<file path="config.mk">
export PLATFORM = sky130hd
export DESIGN_NAME = qwvs_front
export DESIGN_NICKNAME = d
export VERILOG_FILES = /design/src/design/qwvs_pkg.sv /design/src/design/qwvs_front.sv
export SDC_FILE = /design/constraint.sdc
export NUM_CORES = 1
export LEC_CHECK = 0
export ABC_AREA = 1
export BUFFER_PORTS_ARGS = -buffer_cell sky130_fd_sc_hd__buf_2
export CORE_MARGIN = 10
export CORE_UTILIZATION = 40
export CTS_CLUSTER_SIZE = 16
export DETAILED_ROUTE_END_ITERATION = 8
export GPL_TIMING_DRIVEN = 1
export SYNTH_ARGS = -nofsm -noshare
export SYNTH_HDL_FRONTEND = slang
export SYNTH_SLANG_ARGS = --single-unit
</file>
<file path="constraint.sdc">
create_clock -name clock -period 21.9 [get_ports clock]
set_input_delay 3.285 -clock clock [delete_from_list [all_inputs] [get_ports clock]]
set_output_delay 3.285 -clock clock [all_outputs]
set_load 0.03 [all_outputs]
</file>
<file path="src/design/qwvs_pkg.sv">
// ----------------------------------------------------------------------------
// qwvs_pkg
// Types and constants shared by the vertex skinning unit.
// ----------------------------------------------------------------------------
package qwvs_pkg;

   localparam logic [1:0] MODE_JOINT  = 2'd0;
   localparam logic [1:0] MODE_WEIGHT = 2'd1;
   localparam logic [1:0] MODE_VERTEX = 2'd2;
   localparam logic [1:0] MODE_UNUSED = 2'd3;

   localparam logic [1:0] ST_OK    = 2'd0;
   localparam logic [1:0] ST_RANGE = 2'd1;
   localparam logic [1:0] ST_SAT   = 2'd2;

   typedef struct packed {
      logic [1:0]         mode;
      logic [11:0]        index;
      logic [7:0]         joint_id;
      logic [15:0]        bias;
      logic signed [31:0] pos_x;
      logic signed [31:0] pos_y;
      logic signed [31:0] pos_z;
      logic signed [15:0] quat_x;
      logic signed [15:0] quat_y;
      logic signed [15:0] quat_z;
      logic [4:0]         weight_count;
   } req_type;

   typedef struct packed {
      logic signed [31:0] final_x;
      logic signed [31:0] final_y;
      logic signed [31:0] final_z;
      logic [1:0]         status;
   } rsp_type;

   // classified command between front and back
   typedef struct packed {
      logic [1:0]         op;      // MODE_* or a status-only reply
      logic               err;
      logic [11:0]        index;
      logic [4:0]         count;
      logic [7:0]         joint_id;
      logic [15:0]        bias;
      logic signed [31:0] pos_x;
      logic signed [31:0] pos_y;
      logic signed [31:0] pos_z;
      logic [47:0]        quat;
   } cmd_type;

endpackage

</file>
<file path="src/design/qwvs_front.sv">
// ----------------------------------------------------------------------------
// qwvs_front
// Accepts requests, range checks them, computes the quaternion w of joint
// loads by an iterative square root and queues a command for the back end.
// ----------------------------------------------------------------------------
module qwvs_front #(
   parameter int JOINTS        = 256,
   parameter int WEIGHTS       = 4096,
   parameter int MAX_INFLUENCE = 16
) (
   input  logic              clock,
   input  logic              reset,
   input  logic              start,
   output logic              busy,
   input  qwvs_pkg::req_type req,
   output logic              cmd_valid,
   output qwvs_pkg::cmd_type cmd,
   output logic [15:0]       cmd_w,
   input  logic              cmd_taken
);
   import qwvs_pkg::*;

   localparam logic [1:0] S_IDLE = 2'd0;
   localparam logic [1:0] S_SQRT = 2'd1;
   localparam logic [1:0] S_OUT  = 2'd2;

   logic [1:0]  state_ff, state_in;
   cmd_type     cmd_ff, cmd_in;
   logic [31:0] rem_ff, rem_in;
   logic [31:0] root_ff, root_in;
   logic [31:0] bit_ff, bit_in;
   logic [1:0]  sq_ff, sq_in;
   logic signed [33:0] rad;
   logic signed [31:0] sqr;
   logic signed [15:0] qsel;
   logic        bad;
   logic [16:0] span;

   assign busy      = (state_ff != S_IDLE);
   assign cmd_valid = (state_ff == S_OUT);
   assign cmd       = cmd_ff;
   assign cmd_w     = 16'(32'd0 - root_ff);

   always_comb begin
      unique case (sq_ff)
         2'd0:    qsel = cmd_ff.quat[15:0];
         2'd1:    qsel = cmd_ff.quat[31:16];
         default: qsel = cmd_ff.quat[47:32];
      endcase
      sqr  = qsel * qsel;
      span = 17'(req.index) + 17'(req.weight_count);
      unique case (req.mode)
         MODE_JOINT:  bad = (32'(req.index) >= JOINTS);
         MODE_WEIGHT: bad = (32'(req.index) >= WEIGHTS) || (32'(req.joint_id) >= JOINTS);
         MODE_VERTEX: bad = (32'(req.weight_count) > MAX_INFLUENCE) || (32'(span) > WEIGHTS);
         default:     bad = 1'b0;
      endcase
   end

   always_comb begin
      state_in = state_ff;
      cmd_in   = cmd_ff;
      rem_in   = rem_ff;
      root_in  = root_ff;
      bit_in   = bit_ff;
      sq_in    = sq_ff;
      rad      = $signed({2'b0, rem_ff}) - 34'(sqr);
      unique case (state_ff)
         S_IDLE: if (start) begin
            cmd_in.op       = req.mode;
            cmd_in.err      = bad;
            cmd_in.index    = req.index;
            cmd_in.count    = req.weight_count;
            cmd_in.joint_id = req.joint_id;
            cmd_in.bias     = req.bias;
            cmd_in.pos_x    = req.pos_x;
            cmd_in.pos_y    = req.pos_y;
            cmd_in.pos_z    = req.pos_z;
            cmd_in.quat     = {req.quat_z, req.quat_y, req.quat_x};
            rem_in          = 32'h4000_0000;
            sq_in           = 2'd0;
            root_in         = '0;
            bit_in          = 32'h4000_0000;
            state_in        = (req.mode == MODE_JOINT && !bad) ? S_SQRT : S_OUT;
         end
         S_SQRT: begin
            if (sq_ff != 2'd3) begin
               // subtract the squared terms one by one
               if (rad < 0) begin
                  rem_in = '0;
                  sq_in  = 2'd3;
                  bit_in = '0;
               end else begin
                  rem_in = rad[31:0];
                  sq_in  = sq_ff + 2'd1;
               end
            end else if (bit_ff != 0) begin
               if (rem_ff >= root_ff + bit_ff) begin
                  rem_in  = rem_ff - (root_ff + bit_ff);
                  root_in = (root_ff >> 1) + bit_ff;
               end else begin
                  root_in = root_ff >> 1;
               end
               bit_in = bit_ff >> 2;
            end else begin
               state_in = S_OUT;
            end
         end
         S_OUT: if (cmd_taken) state_in = S_IDLE;
         default: state_in = S_IDLE;
      endcase
   end

   always_ff @(posedge clock) begin
      if (reset) state_ff <= S_IDLE;
      else       state_ff <= state_in;
      cmd_ff  <= cmd_in;
      rem_ff  <= rem_in;
      root_ff <= root_in;
      bit_ff  <= bit_in;
      sq_ff   <= sq_in;
   end
endmodule

</file>
==> results of run 1 <==
through the flow:
stage	std cells	utilization [%]	area [um2]
after floorplan	3000	-	26500
after global placement	4231	44.8	29400
after detailed placement	4231	44.8	29400
after CTS	4289	46.2	30400
after global routing	4293	46.2	30400
final	4294	46.2	30400
worst max-delay path by stage:
stage,to,slack (ns),depth (start not counted)
5_1_grt,bit_ff[14],12.59,31
3_5_place_dp,bit_ff[10],13.18,31
6_report,bit_ff[22],13.18,31
2_1_floorplan,root_ff[0],8.75,4
3_3_place_gp,bit_ff[10],13.29,31
4_1_cts,bit_ff[2],13.14,31
placed cells by master (no fill, tap or decap), types with 25 or more instances in the layout:
| cell | n |
|---|---|
| xnor2_1 | 43 |
| clkbuf_16 | 31 |
| nor2_1 | 222 |
| xor2_1 | 74 |
| inv_1 | 705 |
| nand2_1 | 611 |
| buf_2 | 396 |
| nor3_1 | 25 |
| a21oi_1 | 134 |
| ha_1 | 183 |
| nand3_1 | 106 |
| fa_1 | 288 |
| o21ai_0 | 94 |
| edfxtp_1 | 270 |
state kept, by name (all words and copies together) (netlist names):
register	cells
bit_ff	16
cmd	188
rem_ff	32
root_ff	32
sq_ff	2
state_ff	2
metal layers:
layer	global-route usage [%]	vias up	wire, um
li1	-	10200	-
met1	25.9	9971	33000
met2	33.9	542	37300
met3	3.42	111	4520
met4	5.20	0	2070
met5	0	-	0
cell type report:
class | count | share of cell area, %
Sequential cell | 272 | 26.8
Tap cell | 864 | 3.56
Clock inverter | 22 | 0.498
Multi-Input combinational cell | 1967 | 50.7
Clock buffer | 36 | 2.61
Antenna cell | 5 | 0.0412
Timing Repair Buffer | 412 | 6.92
Inverter | 716 | 8.85
critical path: cells and delay by family (launching register included):
| kind | cells | cell delay (ns) |
|---|---|---|
| simple gates | 14 | 2.48 |
| buf+inv | 9 | 1.40 |
| fa+ha+maj | 8 | 4.02 |
| flops | 1 | 0.42 |
kinds of logic (layout without fill, tap and decap cells):
| group | count (synthesis) | count (layout) | synth area share [%] |
|---|---|---|---|
| buffers and inverters | 761 | 1186 | 11.1 |
| adders and majority gates | 471 | 471 | 30.4 |
| DFF | 272 | 272 | 30.8 |
| AOI/OAI and AO/OA | 330 | 330 | 7.15 |
| xor gates and xnor gates | 117 | 117 | 3.87 |
| other | 0 | 5 | 0 |
| and+or+nand+nor | 1049 | 1049 | 16.7 |
==> flow_summary.yaml, run 1 <==
timing:
  relSlewSlack_pct: 22.8
  fin_crit_ns: 8.72
  slew_violations: 0
  fin_hold_ws_ns: 0.656
  finalClockSkew_ns: 0.0146
  setup_viol: 0
  rsz0062_at_grt: "false"
  fmax_mhz: 115
  final_hold_viol_count: 0
  setup-tns-final_ns: 0
  fin_ws_ns: 13.18
  tightestPinTransition_ns: 1.16
  min_period_over_period_pct: 39.8
placement:
  place.gp.congestion: 0.939
  numPortBuffers: 396
  dp_hpwl_um: 65300
  dp_slack_ns: 13.18
clocking:
  insertion_delay_ns: 0.60
  clk_path_buf_depth: 3
  htreeDepth: 1
  post-cts-setup-buffers: 0
  cts.sinks: 272
  postCtsHoldBufs: 0
  cts-buffers-inserted: 31
  root_buffer: "clkbuf_16"
  cts_tree: "done"
  cts.repair.resized: 0
  clkSlewWorstSetupHoldPaths_ns: 0.07
yosys:
  syn_area_per_cell_um2: 8.83
  synth_ff_type: "edfxtp_1"
  yosysMostFrequentCell: "inv_1"
  yosysTopAreaCellShare_pct: 30.6
  ys_async_sr_fraction_pct: 0
  synth_commonest_cells: "705 x inv_1, 611 x nand2_1, 288 x fa_1"
  yosysSeqAreaShare_pct: 30.8
  yosysWarnings: 0
  synthCells: 3000
  syn_nets: 3662
  synthTopCellsByArea: "edfxtp_1 31%, fa_1 22%, inv_1 10%, nand2_1 8.7%, ha_1 8.6%"
  synth-edff-count: 270
  yosysTopAreaCell: "edfxtp_1"
  synth_seq_cells: 272
  synthDistinctLibCells: 60
  syn_area_um2: 26500
worst_setup_path:
  slowest_delay_ns: 0.86
  worstPathArrival_ns: 8.96
  worstSetupPathType: "reg -> reg"
  crit_path_max_fanout: 17
  slowest_stage: "fa_1"
  startpoint: "sq_ff[0]"
  rr_endpoint: "bit_ff[22]"
  critPathRequiredTime_ns: 22.13
  critPathLaunchType: "register"
  r2r-start: "sq_ff[0]"
  worst_path_most_repeated_cell: "inv_1"
  rr_worst_depth: 31
  reg2reg_slack_ns: 13.18
  critPathCaptureType: "register"
worst_hold_path:
  hold_class: "reg -> reg"
  whs_path_depth: 3
  holdPathEnd: "state_ff[1]"
  hold_start: "state_ff[1]"
drt:
  drt_iter0_drc: 1477
  wl_per_cell_um: 17.9
  routed_wl_um: 76900
  vias: 20800
  via_per_inst: 4.84
  drtPass1Iterations: 5
  post-route-drc-count: 0
  ant_nets: 0
die:
  ios: 397
  die_h_um: 277
  die_x_um: 277
  rows: 94
  initial_core_util_pct: 40.3
  die_area_um2: 76900
  coreArea_um2: 65700
global_route:
  grt.total_usage_pct: 19.9
  antenna_found_initial: 5
  grt_pass1_wl_um: 123000
  grt_max_degree: 78
  grt_overflow_total: 0
  grt_pass1_vias: 21400
layout:
  fill_cells: 6551
  drive_gt1_share_pct: 15.4
  ff_latch_area_um2: 8150
  multi_input_area_um2: 15400
  area_growth_pct: 14.8
  finalNetCount: 4062
run_status:
  status: "finished, final reports clean"
flow_run:
  cap_viol_max_count: 0
Power of run 1 is left out: the tool's default activity adds up to more than one toggle a clock period on the data nets, which glitch-free logic cannot reach.
==> inputs of run 2 (changes only) <==
==> constraint.sdc (replaced) <==
create_clock -name clock -period 8.9 [get_ports clock]
set_input_delay 1.335 -clock clock [delete_from_list [all_inputs] [get_ports clock]]
set_output_delay 1.335 -clock clock [all_outputs]
set_load 0.03 [all_outputs]
==> run 2 against run 1 <==
Compared with the run above:
- die area unchanged
- setup slack worse by 13 ns
- wire length up 1.8%
- final cell count up 0.14%
- utilization up 0.25 points
- non-clock buffer count up 7
- first-iteration DRC count down 14%
- global-route usage up 0.19 points
- clock skew up 0.0050 ns
- sequential cell count unchanged
- critical path depth unchanged
- fmax up 5.9%
- critical endpoint is now bit_ff[14]
- highest routed layer is now met5
==> flow_summary.yaml, run 2 (synthesis gave the netlist of run 1 again) <==
placement:
  place.gp.congestion: 0.928
  numPortBuffers: 396
  dp_hpwl_um: 66100
  dpl_cell_area_um2: 29500
run_status:
  status: "finished, final reports clean"
timing:
  setup_viol: 0
  rsz0062_at_grt: "false"
  relSlewSlack_pct: 27.9
  fmax_mhz: 121
  slew_violations: 0
  fin_crit_ns: 8.24
  final_hold_viol_count: 0
  finalClockSkew_ns: 0.0196
  fin_hold_ws_ns: 0.666
  setup-tns-final_ns: 0
  min_period_over_period_pct: 92.6
  tightestPinTransition_ns: 1.08
worst_setup_path:
  cp_top_family: "adder cells"
  critPathRequiredTime_ns: 9.15
  worstPathArrival_ns: 8.49
  worst_path_most_repeated_cell: "inv_1"
  slowest_delay_ns: 0.54
  slowest_stage: "fa_1"
  critPathLaunchType: "register"
  crit_buf_inv: 10
  worstSetupPathType: "reg -> reg"
  crit_path_max_fanout: 16
  critPathCaptureType: "register"
drt:
  ant_nets: 0
  via_per_inst: 4.85
  drtPass1Iterations: 6
  routed_wl_um: 78300
  vias: 20900
  post-route-drc-count: 0
  drt_iter0_drc: 1264
  wl_per_cell_um: 18.2
worst_hold_path:
  hold_class: "reg -> reg"
global_route:
  grt_max_degree: 150
  grt_pass1_wl_um: 123000
  grt.total_usage_pct: 20.1
  grt_pass1_vias: 21400
  grt_overflow_total: 0
  antenna_found_initial: 5
clocking:
  root_buffer: "clkbuf_16"
  clk_path_buf_depth: 3
  insertion_delay_ns: 0.62
  post-cts-setup-buffers: 0
  cts.repair.resized: 0
  htreeDepth: 1
  postCtsHoldBufs: 0
  cts-buffers-inserted: 31
  clkSlewWorstSetupHoldPaths_ns: 0.06
  cts_tree: "done"
  cts.sinks: 272
die:
  rows: 94
  coreArea_um2: 65700
  initial_core_util_pct: 40.3
  die_x_um: 277
  ios: 397
  die_h_um: 277
  die_area_um2: 76900
flow_run:
  cap_viol_max_count: 0
layout:
  drive_gt1_share_pct: 15.7
  final_common_cell: "inv_1"
  fin_util_pct: 46.5
  fin_area_um2: 30600
  ff_latch_area_um2: 8150
  area_growth_pct: 15.4
  largest_reg_flops: 188
  multi_input_area_um2: 15400
  fill_cells: 6484
  finalNetCount: 4069
  layout_common_cells: "705 x inv_1, 611 x nand2_1, 396 x buf_2"
==> run 2: worst min-delay path, stage by stage (launching register included) <==
cell and delay (ns):
dfxtp_1 0.33, inv_1 0.12, o2111ai_1 0.14, inv_1 0.06
==> run 2: cell type report <==
cell class / count / share of cell area (%)
multi-input combinational: 1967 / 50.5
clock inverter: 26 / 0.872
tap: 864 / 3.54
inverter: 716 / 8.80
sequential: 272 / 26.7
clock buffer: 32 / 2.55
timing repair buffer: 419 / 7.09
antenna: 4 / 0.0328
==> run 2: per-stage QoR <==
stage | setup WS (ns) | cells
4_1_cts | 0.629 | 4296
2_1_floorplan | 1.04 | 3000
3_5_place_dp | 0.716 | 4238
3_3_place_gp | 0.770 | 4238
6_report | 0.659 | 4300
5_1_grt | 0.179 | 4299
==> run 2: final timing paths <==
path | from | endpoint | slack (ns) | cells after the start
max | sq_ff[0] | bit_ff[14] | 0.66 | 31
min | state_ff[1] | state_ff[1] | 0.67 | 3
max reg2reg | sq_ff[0] | bit_ff[14] | 0.66 | 31
min reg2reg | state_ff[1] | state_ff[1] | 0.67 | 3
==> run 2: per-layer routing <==
metal  up-vias  wire (um)  global-route usage [%]
li1      10200          -                       -
met1      9986      33600                    26.4
met2       556      38400                    34.4
met3       106       4410                    2.96
met4         2       1860                    4.95
met5         -          9                       0
Power of run 2 is left out for the same reason.
